File: src/rtl/sdef_pkg.sv
// shared types, constants and helpers for the server-sent-event data framer
`timescale 1ns / 1ps
`default_nettype none
package sdef_pkg;

  localparam int unsigned LEN_W = 21;
  localparam logic [LEN_W-1:0] LEN_MAX = {LEN_W{1'b1}};
  localparam logic [LEN_W-1:0] LIMIT_RESET = 21'd262144;

  localparam logic [7:0] CH_LF = 8'h0A;
  localparam logic [7:0] CH_CR = 8'h0D;
  localparam logic [7:0] CH_SP = 8'h20;

  localparam logic [2:0] TAG_LEN = 3'd5;

  // line modes
  localparam logic [1:0] MODE_PREFIX = 2'd0;
  localparam logic [1:0] MODE_DATA   = 2'd1;
  localparam logic [1:0] MODE_IGNORE = 2'd2;

  // result kinds
  localparam logic [1:0] KIND_DATA = 2'd0;
  localparam logic [1:0] KIND_EOE  = 2'd1;
  localparam logic [1:0] KIND_OVF  = 2'd2;

  // register indexes
  localparam logic [0:0] REG_BYTE_LIMIT = 1'b0;

  typedef struct packed {
    logic [1:0] kind;
    logic [7:0] data;
  } res_t;

  // results caused by one beat
  typedef struct packed {
    logic [1:0] count;
    res_t       res0;
    res_t       res1;
  } step_out_t;

  // expected characters of the "data:" prefix
  function automatic logic [7:0] tag_char(input logic [2:0] idx);
    logic [7:0] c;
    unique case (idx)
      3'd0:    c = 8'h64;
      3'd1:    c = 8'h61;
      3'd2:    c = 8'h74;
      3'd3:    c = 8'h61;
      3'd4:    c = 8'h3A;
      default: c = 8'h00;
    endcase
    return c;
  endfunction

endpackage
`default_nettype wire

File: src/rtl/sse_data_event_framer.sv
// top level of the server-sent-event data framer with its register port
//
//  channel | direction | ports                          | beat when
//  in      | input     | in_data_byte                   | in_valid && !in_stall
//  out     | output    | out_kind, out_byte             | out_valid && !out_stall
//  cfg     | apb       | psel penable pwrite paddr ...  | psel && penable && pwrite
//
// one byte per cycle unless in_stall; each byte is handled in the cycle it is taken and its
// results land in a four-entry queue ahead of the output port
// a byte may yield two results, so in_stall rises while fewer than two slots are free
// synchronous active-low reset clears line, event and queue state; byte_limit resets to 262144
`timescale 1ns / 1ps
`default_nettype none
module sse_data_event_framer (
  input  wire logic        clk,
  input  wire logic        rst_n,
  input  wire logic        in_valid,
  output logic             in_stall,
  input  wire logic [7:0]  in_data_byte,
  output logic             out_valid,
  input  wire logic        out_stall,
  output logic [1:0]       out_kind,
  output logic [7:0]       out_byte,
  input  wire logic        psel,
  input  wire logic        penable,
  input  wire logic        pwrite,
  input  wire logic [2:0]  paddr,
  input  wire logic [31:0] pwdata,
  output logic [31:0]      prdata,
  output logic             pready
);

  logic [sdef_pkg::LEN_W-1:0] byte_limit_r;
  logic                       room2;
  logic                       take;
  logic                       reg_hit;
  sdef_pkg::step_out_t        step;

  assign pready   = 1'b1;
  assign reg_hit  = (paddr[2] == sdef_pkg::REG_BYTE_LIMIT) && (paddr[1:0] == 2'b00);
  assign prdata   = reg_hit ? {{(32-sdef_pkg::LEN_W){1'b0}}, byte_limit_r} : 32'h0;
  assign in_stall = !room2;
  assign take     = in_valid && room2;

  always_ff @(posedge clk) begin
    if (!rst_n) begin
      byte_limit_r <= sdef_pkg::LIMIT_RESET;
    end else if (psel && penable && pwrite && reg_hit) begin
      byte_limit_r <= pwdata[sdef_pkg::LEN_W-1:0];
    end
  end

  sdef_parser u_parser (
    .clk        (clk),
    .rst_n      (rst_n),
    .take       (take),
    .data_byte  (in_data_byte),
    .byte_limit (byte_limit_r),
    .step       (step)
  );

  sdef_res_queue u_queue (
    .clk       (clk),
    .rst_n     (rst_n),
    .push      (step),
    .room2     (room2),
    .out_valid (out_valid),
    .out_stall (out_stall),
    .out_kind  (out_kind),
    .out_byte  (out_byte)
  );

endmodule
`default_nettype wire

File: src/rtl/sdef_parser.sv
// per-byte line and event state with the limit check
`timescale 1ns / 1ps
`default_nettype none
module sdef_parser (
  input  wire logic                       clk,
  input  wire logic                       rst_n,
  input  wire logic                       take,
  input  wire logic [7:0]                 data_byte,
  input  wire logic [sdef_pkg::LEN_W-1:0] byte_limit,
  output sdef_pkg::step_out_t             step
);

  logic [1:0]                 line_mode_r, line_mode_nxt;
  logic [2:0]                 prefix_matched_r, prefix_matched_nxt;
  logic                       space_checked_r, space_checked_nxt;
  logic                       held_return_r, held_return_nxt;
  logic                       event_nonempty_r, event_nonempty_nxt;
  logic [sdef_pkg::LEN_W-1:0] line_length_r, line_length_nxt;
  logic [sdef_pkg::LEN_W-1:0] event_length_r, event_length_nxt;
  logic                       stopped_r, stopped_nxt;

  logic [sdef_pkg::LEN_W-1:0] line_inc;
  logic [sdef_pkg::LEN_W:0]   total;
  logic [sdef_pkg::LEN_W:0]   ev_sum;
  logic [1:0]                 n_data;
  sdef_pkg::res_t             r0, r1;
  logic [1:0]                 n_res;

  always_comb begin
    line_inc = (line_length_r < sdef_pkg::LEN_MAX) ? line_length_r + 1'b1 : line_length_r;
    total = {1'b0, line_inc} + {1'b0, event_length_r};

    line_mode_nxt      = line_mode_r;
    prefix_matched_nxt = prefix_matched_r;
    space_checked_nxt  = space_checked_r;
    held_return_nxt    = held_return_r;
    event_nonempty_nxt = event_nonempty_r;
    line_length_nxt    = line_length_r;
    stopped_nxt        = stopped_r;
    n_data = 2'd0;
    n_res  = 2'd0;
    r0 = '{kind: sdef_pkg::KIND_DATA, data: 8'h00};
    r1 = '{kind: sdef_pkg::KIND_DATA, data: 8'h00};

    if (!stopped_r) begin
      line_length_nxt = line_inc;
      if (total > {1'b0, byte_limit}) begin
        stopped_nxt = 1'b1;
        r0 = '{kind: sdef_pkg::KIND_OVF, data: 8'h00};
        n_res = 2'd1;
      end else if (data_byte == sdef_pkg::CH_LF) begin
        if (line_mode_r == sdef_pkg::MODE_PREFIX && prefix_matched_r == 3'd0 &&
            event_nonempty_r) begin
          r0 = '{kind: sdef_pkg::KIND_EOE, data: 8'h00};
          n_res = 2'd1;
          event_nonempty_nxt = 1'b0;
        end
        line_mode_nxt      = sdef_pkg::MODE_PREFIX;
        prefix_matched_nxt = 3'd0;
        space_checked_nxt  = 1'b0;
        held_return_nxt    = 1'b0;
        line_length_nxt    = '0;
      end else if (line_mode_r == sdef_pkg::MODE_PREFIX) begin
        if (held_return_r) begin
          line_mode_nxt   = sdef_pkg::MODE_IGNORE;
          held_return_nxt = 1'b0;
        end else if (data_byte == sdef_pkg::CH_CR && prefix_matched_r == 3'd0) begin
          held_return_nxt = 1'b1;
        end else if (prefix_matched_r < sdef_pkg::TAG_LEN &&
                     data_byte == sdef_pkg::tag_char(prefix_matched_r)) begin
          prefix_matched_nxt = prefix_matched_r + 3'd1;
          if (prefix_matched_nxt == sdef_pkg::TAG_LEN) begin
            line_mode_nxt     = sdef_pkg::MODE_DATA;
            space_checked_nxt = 1'b0;
            // separator in front of a further data line
            if (event_nonempty_r) begin
              r0 = '{kind: sdef_pkg::KIND_DATA, data: sdef_pkg::CH_LF};
              n_res  = 2'd1;
              n_data = 2'd1;
            end
          end
        end else begin
          line_mode_nxt = sdef_pkg::MODE_IGNORE;
        end
      end else if (line_mode_r == sdef_pkg::MODE_DATA) begin
        if (!space_checked_r) begin
          space_checked_nxt = 1'b1;
        end
        if (space_checked_r || data_byte != sdef_pkg::CH_SP) begin
          // a held return not followed by newline goes out first
          if (held_return_r) begin
            r0 = '{kind: sdef_pkg::KIND_DATA, data: sdef_pkg::CH_CR};
            n_res  = 2'd1;
            n_data = 2'd1;
            held_return_nxt = 1'b0;
          end
          if (data_byte == sdef_pkg::CH_CR) begin
            held_return_nxt = 1'b1;
          end else if (held_return_r) begin
            r1 = '{kind: sdef_pkg::KIND_DATA, data: data_byte};
            n_res  = 2'd2;
            n_data = 2'd2;
          end else begin
            r0 = '{kind: sdef_pkg::KIND_DATA, data: data_byte};
            n_res  = 2'd1;
            n_data = 2'd1;
          end
        end
      end
    end

    ev_sum = {1'b0, event_length_r} + {{(sdef_pkg::LEN_W-1){1'b0}}, n_data};
    if (n_data != 2'd0) begin
      event_nonempty_nxt = 1'b1;
    end
    if (stopped_r || total > {1'b0, byte_limit}) begin
      event_length_nxt = event_length_r;
    end else if (n_res == 2'd1 && r0.kind == sdef_pkg::KIND_EOE) begin
      event_length_nxt = '0;
    end else if (ev_sum > {1'b0, sdef_pkg::LEN_MAX}) begin
      event_length_nxt = sdef_pkg::LEN_MAX;
    end else begin
      event_length_nxt = ev_sum[sdef_pkg::LEN_W-1:0];
    end

    step.count = take ? n_res : 2'd0;
    step.res0  = r0;
    step.res1  = r1;
  end

  always_ff @(posedge clk) begin
    if (!rst_n) begin
      line_mode_r      <= sdef_pkg::MODE_PREFIX;
      prefix_matched_r <= 3'd0;
      space_checked_r  <= 1'b0;
      held_return_r    <= 1'b0;
      event_nonempty_r <= 1'b0;
      line_length_r    <= '0;
      event_length_r   <= '0;
      stopped_r        <= 1'b0;
    end else if (take) begin
      line_mode_r      <= line_mode_nxt;
      prefix_matched_r <= prefix_matched_nxt;
      space_checked_r  <= space_checked_nxt;
      held_return_r    <= held_return_nxt;
      event_nonempty_r <= event_nonempty_nxt;
      line_length_r    <= line_length_nxt;
      event_length_r   <= event_length_nxt;
      stopped_r        <= stopped_nxt;
    end
  end

endmodule
`default_nettype wire

File: src/rtl/sdef_res_queue.sv
// four-entry result queue taking up to two results per cycle
`timescale 1ns / 1ps
`default_nettype none
module sdef_res_queue (
  input  wire logic          clk,
  input  wire logic          rst_n,
  input  sdef_pkg::step_out_t push,
  output logic               room2,
  output logic               out_valid,
  input  wire logic          out_stall,
  output logic [1:0]         out_kind,
  output logic [7:0]         out_byte
);

  sdef_pkg::res_t slot_r [4];
  logic [1:0] wr_ptr_r, wr_ptr_nxt;
  logic [1:0] rd_ptr_r, rd_ptr_nxt;
  logic [2:0] count_r, count_nxt;
  logic       pop;

  assign out_valid = (count_r != 3'd0);
  assign pop       = out_valid && !out_stall;
  assign room2     = (count_r <= 3'd2);
  assign out_kind  = slot_r[rd_ptr_r].kind;
  assign out_byte  = slot_r[rd_ptr_r].data;

  always_comb begin
    wr_ptr_nxt = wr_ptr_r + push.count;
    rd_ptr_nxt = rd_ptr_r + {1'b0, pop};
    count_nxt  = count_r + {1'b0, push.count} - {2'b00, pop};
  end

  always_ff @(posedge clk) begin
    if (push.count != 2'd0) begin
      slot_r[wr_ptr_r] <= push.res0;
    end
    if (push.count == 2'd2) begin
      slot_r[wr_ptr_r + 2'd1] <= push.res1;
    end
  end

  always_ff @(posedge clk) begin
    if (!rst_n) begin
      wr_ptr_r <= 2'd0;
      rd_ptr_r <= 2'd0;
      count_r  <= 3'd0;
    end else begin
      wr_ptr_r <= wr_ptr_nxt;
      rd_ptr_r <= rd_ptr_nxt;
      count_r  <= count_nxt;
    end
  end

endmodule
`default_nettype wire
File: config.mk
export PLATFORM = sky130hd
export DESIGN_NAME = sse_data_event_framer
export DESIGN_NICKNAME = d
export VERILOG_FILES = /design/src/rtl/sdef_pkg.sv /design/src/rtl/sse_data_event_framer.sv /design/src/rtl/sdef_parser.sv /design/src/rtl/sdef_res_queue.sv
export SDC_FILE = /design/constraint.sdc
export NUM_CORES = 1
export LEC_CHECK = 0
export ABC_CLOCK_PERIOD_IN_PS = 6700
export BUFFER_PORTS_ARGS = -buffer_cell sky130_fd_sc_hd__buf_2
export CAP_MARGIN = 10
export CORE_MARGIN = 3
export CORE_UTILIZATION = 35
export DETAILED_ROUTE_END_ITERATION = 16
export PLACE_DENSITY = 0.51
export SLEW_MARGIN = 20
export SYNTH_ARGS = -nofsm -noshare
export SYNTH_HDL_FRONTEND = slang
export SYNTH_HIERARCHICAL = 1
export SYNTH_SLANG_ARGS = --single-unit
File: constraint.sdc
create_clock -name clk -period 6.7 [get_ports clk]
set_input_delay 2.01 -clock clk [delete_from_list [all_inputs] [get_ports clk]]
set_output_delay 2.01 -clock clk [all_outputs]
set_load 0.01 [all_outputs]
==> qor.yml, run 1 <==
run_status:
  status: "finished clean"
floorplanning:
  dieHeight_um: 162
  core_area_um2: 23700
  boundaryPins: 95
  start_util: 0.359
  rows: 56
  fp.dieW_um: 162
  dieArea_um2: 26200
clock_network:
  htree_num_levels: 4
  clkLatencyLatePin_ns: 0.43
  root_buffer: "clkbuf_16"
  cts_tree: "built"
  cts_buffers: 17
  cts_buffer_depth: 2
  clk_pin_slew_worst_paths_ns: 0.07
  cts_sinks: 119
setup_path:
  endpoint_kind: "flop"
  cp-start-kind: "flop"
  cp_slowest_stage_delay_ns: 0.50
  cp.arrival_ns: 6.65
  crit_required_ns: 7.02
  path_class: "flop to flop"
  path_common_cell: "nand3_2"
  crit_fanout: 8
  crit_slowest_cell: "or4b_4"
synth:
  synth_edf_count: 40
  ys_warn_count: 6
  ys_ff_latch: 119
  synthDistinctLibCells: 82
  postSynthCellCount: 950
  syn_area_per_cell_um2: 8.95
  ys_seq_area_frac: 0.327
  synth_area_um2: 8500
  async_reset_ff_frac: 0
  synth_flop_cell: "dfxtp_1"
drt:
  route.antenna.remaining_nets: 0
  wl_um: 23000
  num_vias: 7468
  wire_per_inst_um: 16.2
  first_iter_violations: 537
  vias_per_cell: 5.27
  drc_errors: 0
  drt_first_pass_iters: 5
timing:
  clock.fmax_ghz: 0.158
  post-route-min-period_ns: 6.32
  setup_violations: 0
  worst_slew_pin_slew_ns: 0.819
  finalClockSkew_ns: 0.00929
  hold_viol: 0
  fin_crit_sh: 0.944
  drv_slew: 0
  hold_ws_ns: 0.465
  relSlewSlack: 0.454
power:
  switching_share: 0.295
  combPwrFrac: 0.164
  p_leak_nw: 4.38
  power_density_nw_per_um2: 200
  max-vdd-ir-drop_uv: 104
  power_frac_clock: 0.456
  p_total_w: 0.00210
  p_int_w: 0.00148
  power_switching_w: 0.000621
  seqPwrFrac: 0.380
place:
  gp_congestion: 0.836
  portBuffers: 71
  placedCellCount: 1383
  dpl.hpwl_um: 17000
global_route:
  grt_max_degree: 54
  grt-busiest-layer: "met2"
  use_met3: 0.0332
  grt_overflow: 0
  gr-usage-met1: 0.257
  met2_usage: 0.270
  antenna_found_initial: 0
  grt_pass1_vias: 7019
  grt_pass1_wl_um: 36900
  grt_usage: 0.177
hold_path:
  min_path_type: "flop to flop"
cells_and_area:
  final_nets: 1193
  layoutNonFillerInstCount: 1418
  seq_area_um2: 2790
  syn2layout_area_growth_pct: 23.6
  multi_input_area_um2: 5470
  nFillCells: 2391
  antenna_cells: 0
  postLayoutCoreUtil: 0.444
  drive_above_1_share: 0.268
run:
  max_cap_violations: 0
final cells by class:
| type | instances | share of cell area |
|---|---|---|
| clock buffers | 17 | 0.0405 |
| clock inverters | 15 | 0.0174 |
| inverters | 53 | 0.0189 |
| multi-input cells | 740 | 0.520 |
| flip-flops and latches | 119 | 0.265 |
| well taps | 319 | 0.0380 |
| repair buffers | 155 | 0.100 |
state kept, by name, summed over array words and instances, names as in the netlist:
| signal | count |
|---|---|
| u_parser/line_length_r | 21 |
| u_parser/line_mode_r | 2 |
| u_parser/prefix_matched_r | 3 |
| u_parser/space_checked_r | 1 |
| byte_limit_r | 21 |
| u_parser/event_length_r | 21 |
| u_queue/wr_ptr_r | 2 |
| u_queue/count_r | 3 |
| u_queue/slot_r | 40 |
| u_parser/event_nonempty_r | 1 |
| u_parser/held_return_r | 1 |
| u_queue/rd_ptr_r | 2 |
| u_parser/stopped_r | 1 |
critical path: cells and delay by family, from the launching register on:
family / cells / cell delay [ns]
flops: 1 / 0.33
simple gates: 12 / 1.94
buf+inv: 2 / 0.32
compound gates: 12 / 2.71
xor+xnor: 1 / 0.22
fa+ha+maj: 3 / 0.68
cell usage after synthesis (4+ instances only):
master / number / area, um^2
nand2_1: 100 / 375
dfxtp_1: 79 / 1580
nor2_1: 60 / 225
ha_1: 55 / 688
inv_1: 52 / 195
a21oi_1: 50 / 250
mux2_2: 41 / 462
edfxtp_1: 40 / 1200
and2_1: 39 / 244
nand3_1: 31 / 155
nor3_1: 31 / 155
clkbuf_1: 27 / 101
xnor2_1: 25 / 219
o21ai_0: 24 / 120
mux2i_1: 21 / 210
a211oi_1: 20 / 150
and3_1: 17 / 106
xor2_1: 16 / 140
buf_4: 15 / 113
a31oi_1: 14 / 87.6
nand4_1: 14 / 87.6
nand2b_1: 12 / 75.1
mux4_2: 10 / 225
nor2b_1: 10 / 62.6
a22oi_1: 8 / 60.1
and4_1: 7 / 61.3
nor4_1: 7 / 43.8
o211a_1: 7 / 70.1
o21a_1: 7 / 52.6
a21o_1: 6 / 45.0
o211ai_1: 6 / 45.0
a41oi_1: 5 / 43.8
nor3b_1: 5 / 37.5
a21boi_0: 4 / 30.0
or2_2: 4 / 25.0
or3_1: 4 / 25.0
metrics by stage:
stage	setup TNS (ns)	cell area, um^2	setup WS (ns)
final	0	10500	0.375
after global routing	-0.0409	10500	-0.0342
after CTS	0	10400	0.0176
after detailed placement	-2.43	9690	-0.155
after global placement	-2.55	9690	-0.139
after floorplan	0	8560	0.0482
power groups by stage:
stage	Clock [W]	Sequential (W)	Combinational, W
6_report	0.000960	0.000799	0.000345
5_1_grt	0.00102	0.000806	0.000386
4_1_cts	0.000983	0.000801	0.000345
3_3_place_gp	0	0.000816	0.000342
3_5_place_dp	0	0.000817	0.000340
2_1_floorplan	0	0.000797	0.000236
metal layers:
metal	part of all wire	routed length, um	vias up
met1	0.50	11500	3558
met5	0	0	-
met2	0.45	10200	161
met4	0.011	253	0
met3	0.042	956	19
li1	-	-	3730
cell families after synthesis:
group / after synthesis / share of synthesized area
other: 3 / 0.00132
adders and majority gates: 57 / 0.0857
muxes: 72 / 0.106
and+or+nand+nor: 360 / 0.219
AOI/OAI and AO/OA: 196 / 0.161
xor gates and xnor gates: 41 / 0.0422
buffers and inverters: 102 / 0.0577
DFF: 119 / 0.327
what timing repair did:
action	CTS	global route
hold buffers	0	0
endpoints found under the hold margin	0	0
buffers inserted	1	2
gates resized for setup	8	32
setup endpoints to repair	65	100
pin swaps	4	16
cells in the final DEF (no fill, tap or decap), types with 12 or more instances in the layout:
| cell | n |
|---|---|
| clkbuf_16 | 17 |
| and2_1 | 39 |
| xnor2_1 | 25 |
| nand3_1 | 28 |
| nand4_1 | 14 |
| ha_1 | 53 |
| conb_1 | 14 |
| nor3_1 | 29 |
| nor2_1 | 57 |
| nand2_1 | 99 |
| buf_4 | 78 |
| and3_1 | 15 |
| nand2b_1 | 12 |
| xor2_1 | 14 |
| edfxtp_1 | 40 |
| a31oi_1 | 13 |
| a21oi_1 | 45 |
| mux2_2 | 41 |
| a211oi_1 | 15 |
| inv_1 | 52 |
| o21ai_0 | 24 |
| dfxtp_1 | 76 |
| mux2i_1 | 21 |
| buf_2 | 71 |
worst paths after layout:
kind	from	end	slack [ns]	cells after the start
setup / recovery	u_parser/line_length_r[6]	u_parser/event_length_r[15]	0.38	30
hold / removal	byte_limit_r[17]	byte_limit_r[17]	0.46	2
setup reg to reg	u_parser/line_length_r[6]	u_parser/event_length_r[15]	0.38	30
hold reg to reg	byte_limit_r[17]	byte_limit_r[17]	0.46	2
Note: power is estimated with default switching activity, not from simulation.
==> run 2, diff against run 1 <==
- RECOVER_POWER: default -> 25
==> qor.yml, run 2 (synthesized netlist as in run 1, its figures left out) <==
run_status:
  status: "finished, violations left"
  violations: "capacitance limit, slew limit"
cells_and_area:
  regMostFlops: "u_queue/slot_r"
  largest_register_ffs: 40  # unchanged
  nFillCells: 2395  # +0.17%
  antenna_cells: 0  # unchanged
  most-common-layout-cells: "nand2_1, buf_4, dfxtp_1, nor2_1, buf_2"
  layout_commonest_cell: "nand2_1"
  final_nets: 1193  # unchanged
  syn2layout_area_growth_pct: 23.2
  multi_input_area_um2: 5460  # -0.21%
  drive_above_1_share: 0.252  # -0.0164
  postLayoutCoreUtil: 0.442  # -0.00148
  seq_area_um2: 2790  # unchanged
hold_path:
  min-delay-start: "byte_limit_r[17]"
  min_path_cells: 2  # unchanged
  hold_end: "byte_limit_r[17]"
  min_path_type: "flop to flop"
timing:
  clock.fmax_ghz: 0.159  # +0.32%
  worst_slew_pin_slew_ns: 2.33  # +1.51 ns
  hold_viol: 0  # unchanged
  post-route-min-period_ns: 6.30  # -0.0199 ns
  relSlewSlack: -0.554  # -1.01
  fin_crit_sh: 0.941  # -0.00298
  drv_slew: 78  # +78
  setup_violations: 0  # unchanged
  finalClockSkew_ns: 0.00897  # -0.000320 ns
  finalWorstSetupSlack_ns: 0.395  # +0.0200 ns
  tns_ns: 0  # unchanged
clock_network:
  clkLatencyLatePin_ns: 0.43  # about the same
  root_buffer: "clkbuf_16"
  ctsHoldBuffers: 0  # unchanged
  cts_sinks: 119  # unchanged
  cts_buffer_depth: 2  # unchanged
  cts_buffers: 17  # unchanged
  cts_tree: "built"
  clk_pin_slew_worst_paths_ns: 0.06  # about the same
  htree_num_levels: 4  # unchanged
setup_path:
  reg2reg_from: "u_parser/line_length_r[6]"
  cp-start-kind: "flop"
  crit_required_ns: 7.02  # about the same
  crit_slowest_cell: "or4b_4"
  crit_fanout: 8  # unchanged
  path_class: "flop to flop"
  reg2reg_depth: 30  # unchanged
  r2r_end: "u_parser/event_length_r[15]"
  endpoint_kind: "flop"
  r2r_slack_ns: 0.40  # +0.02 ns
  path_common_cell: "nand3_2"
  cp.arrival_ns: 6.63  # -0.02 ns
  cp_slowest_stage_delay_ns: 0.50  # about the same
floorplanning:
  dieArea_um2: 26200  # unchanged
  start_util: 0.359  # unchanged
  fp.dieW_um: 162  # unchanged
  dieHeight_um: 162  # unchanged
  core_area_um2: 23700  # unchanged
  boundaryPins: 95  # unchanged
  rows: 56  # unchanged
power:
  p_leak_nw: 4.31  # -1.6%
  combPwrFrac: 0.162  # -0.002
  power_frac_clock: 0.457  # about the same
  power_density_nw_per_um2: 200  # about the same
  max-vdd-ir-drop_uv: 105  # +0.16%
  power_switching_w: 0.000622  # about the same
  p_int_w: 0.00148  # -0.41%
  switching_share: 0.296  # +0.00105
  seqPwrFrac: 0.381  # about the same
place:
  dpl.hpwl_um: 17000  # unchanged
  pre_cts_slack_ns: -0.155  # unchanged
  gp_congestion: 0.836  # unchanged
  portBuffers: 71  # unchanged
drt:
  vias_per_cell: 5.25  # -0.25%
  route.antenna.remaining_nets: 0  # unchanged
  first_iter_violations: 565  # +5.2%
  route.met3.wl_um: 1020  # +6.8%
  highest_layer: "met4"
  wire_per_inst_um: 16.2  # +0.13%
  drt_first_pass_iters: 5  # unchanged
  wl_met2_um: 10200  # -0.35%
  drc_errors: 0  # unchanged
  drt-met1-wl_um: 11500  # -0.39%
  wl_um: 23000  # +0.13%
  num_vias: 7449  # -0.25%
global_route:
  grt_usage: 0.177  # unchanged
  grt_pass1_wl_um: 36900  # unchanged
  antenna_found_initial: 0  # unchanged
  grt_overflow: 0  # unchanged
  grt_pass1_vias: 7019  # unchanged
  grt_max_degree: 54  # unchanged
run:
  max_cap_violations: 2  # +2
## run 2: cell types whose count changed in the layout (fill, tap and decap cells not counted)
| cell | before | now |
|---|---|---|
| buf_2 | 71 | 55 |
| and2_1 | 39 | 30 |
| nor3_1 | 29 | 30 |
| buf_4 | 78 | 77 |
| nor3_4 | 1 | 0 |
| and2_0 | 0 | 9 |
| clkbuf_1 | 0 | 17 |
## run 2: timing repair
item,4_1_cts,5_1_grt
buffers inserted,1,2
setup endpoints to repair,65,100
resized for setup,8,32
pin swaps,4,16
## run 2: cell type report
type,count,area share
Sequential cell,119,0.266
Multi-Input combinational cell,740,0.521
Clock buffer,17,0.0406
Inverter,53,0.0190
Clock inverter,15,0.0174
Tap cell,319,0.0381
Timing Repair Buffer,155,0.0982
## run 2: layer usage
| layer | up-vias | global-route usage |
|---|---|---|
| li1 | 3730 | - |
| met1 | 3533 | 0.257 |
| met2 | 164 | 0.270 |
| met3 | 22 | 0.0332 |
| met4 | 0 | 0.0469 |
| met5 | - | 0 |
## run 2: through the flow
stage	total power, W	std cells	area [um^2]	hold slack [ns]
2_1_floorplan	0.00103	961	8560	0.440
3_3_place_gp	0.00116	1383	9690	0.460
3_5_place_dp	0.00116	1383	9690	0.461
4_1_cts	0.00213	1416	10400	0.470
5_1_grt	0.00220	1418	10500	0.489
6_report	0.00210	1418	10500	0.466
## run 2: power by group through the flow
stage	combinational [W]	clock (W)	sequential, W
floorplan	0.000236	0	0.000797
global placement	0.000342	0	0.000816
detailed placement	0.000340	0	0.000817
CTS	0.000345	0.000983	0.000801
global route	0.000380	0.00102	0.000806
finish	0.000339	0.000960	0.000799
## run 2: worst max-delay path by stage
stage,startpoint,end,slack [ns],depth (start not counted)
finish,u_parser/line_length_r[6],u_parser/event_length_r[15],0.40,30
global route,u_parser/line_length_r[6],u_parser/event_length_r[17],-0.03,30
CTS,u_parser/line_length_r[4],u_parser/event_length_r[17],0.02,28
detailed placement,u_parser/line_length_r[4],u_parser/event_length_r[5],-0.16,30
global placement,u_parser/line_length_r[4],u_queue/count_r[2],-0.14,30
floorplan,u_parser/line_length_r[4],u_queue/count_r[2],0.05,31
## run 2: critical path: cells and delay by family (launching register included)
family / cells / cell delay, ns
flip-flops: 1 / 0.33
AO/OA/AOI/OAI: 12 / 2.70
XOR/XNOR: 1 / 0.22
buffers and inverters: 2 / 0.32
adder cells (fa/ha/maj): 3 / 0.68
AND/OR/NAND/NOR: 12 / 1.93
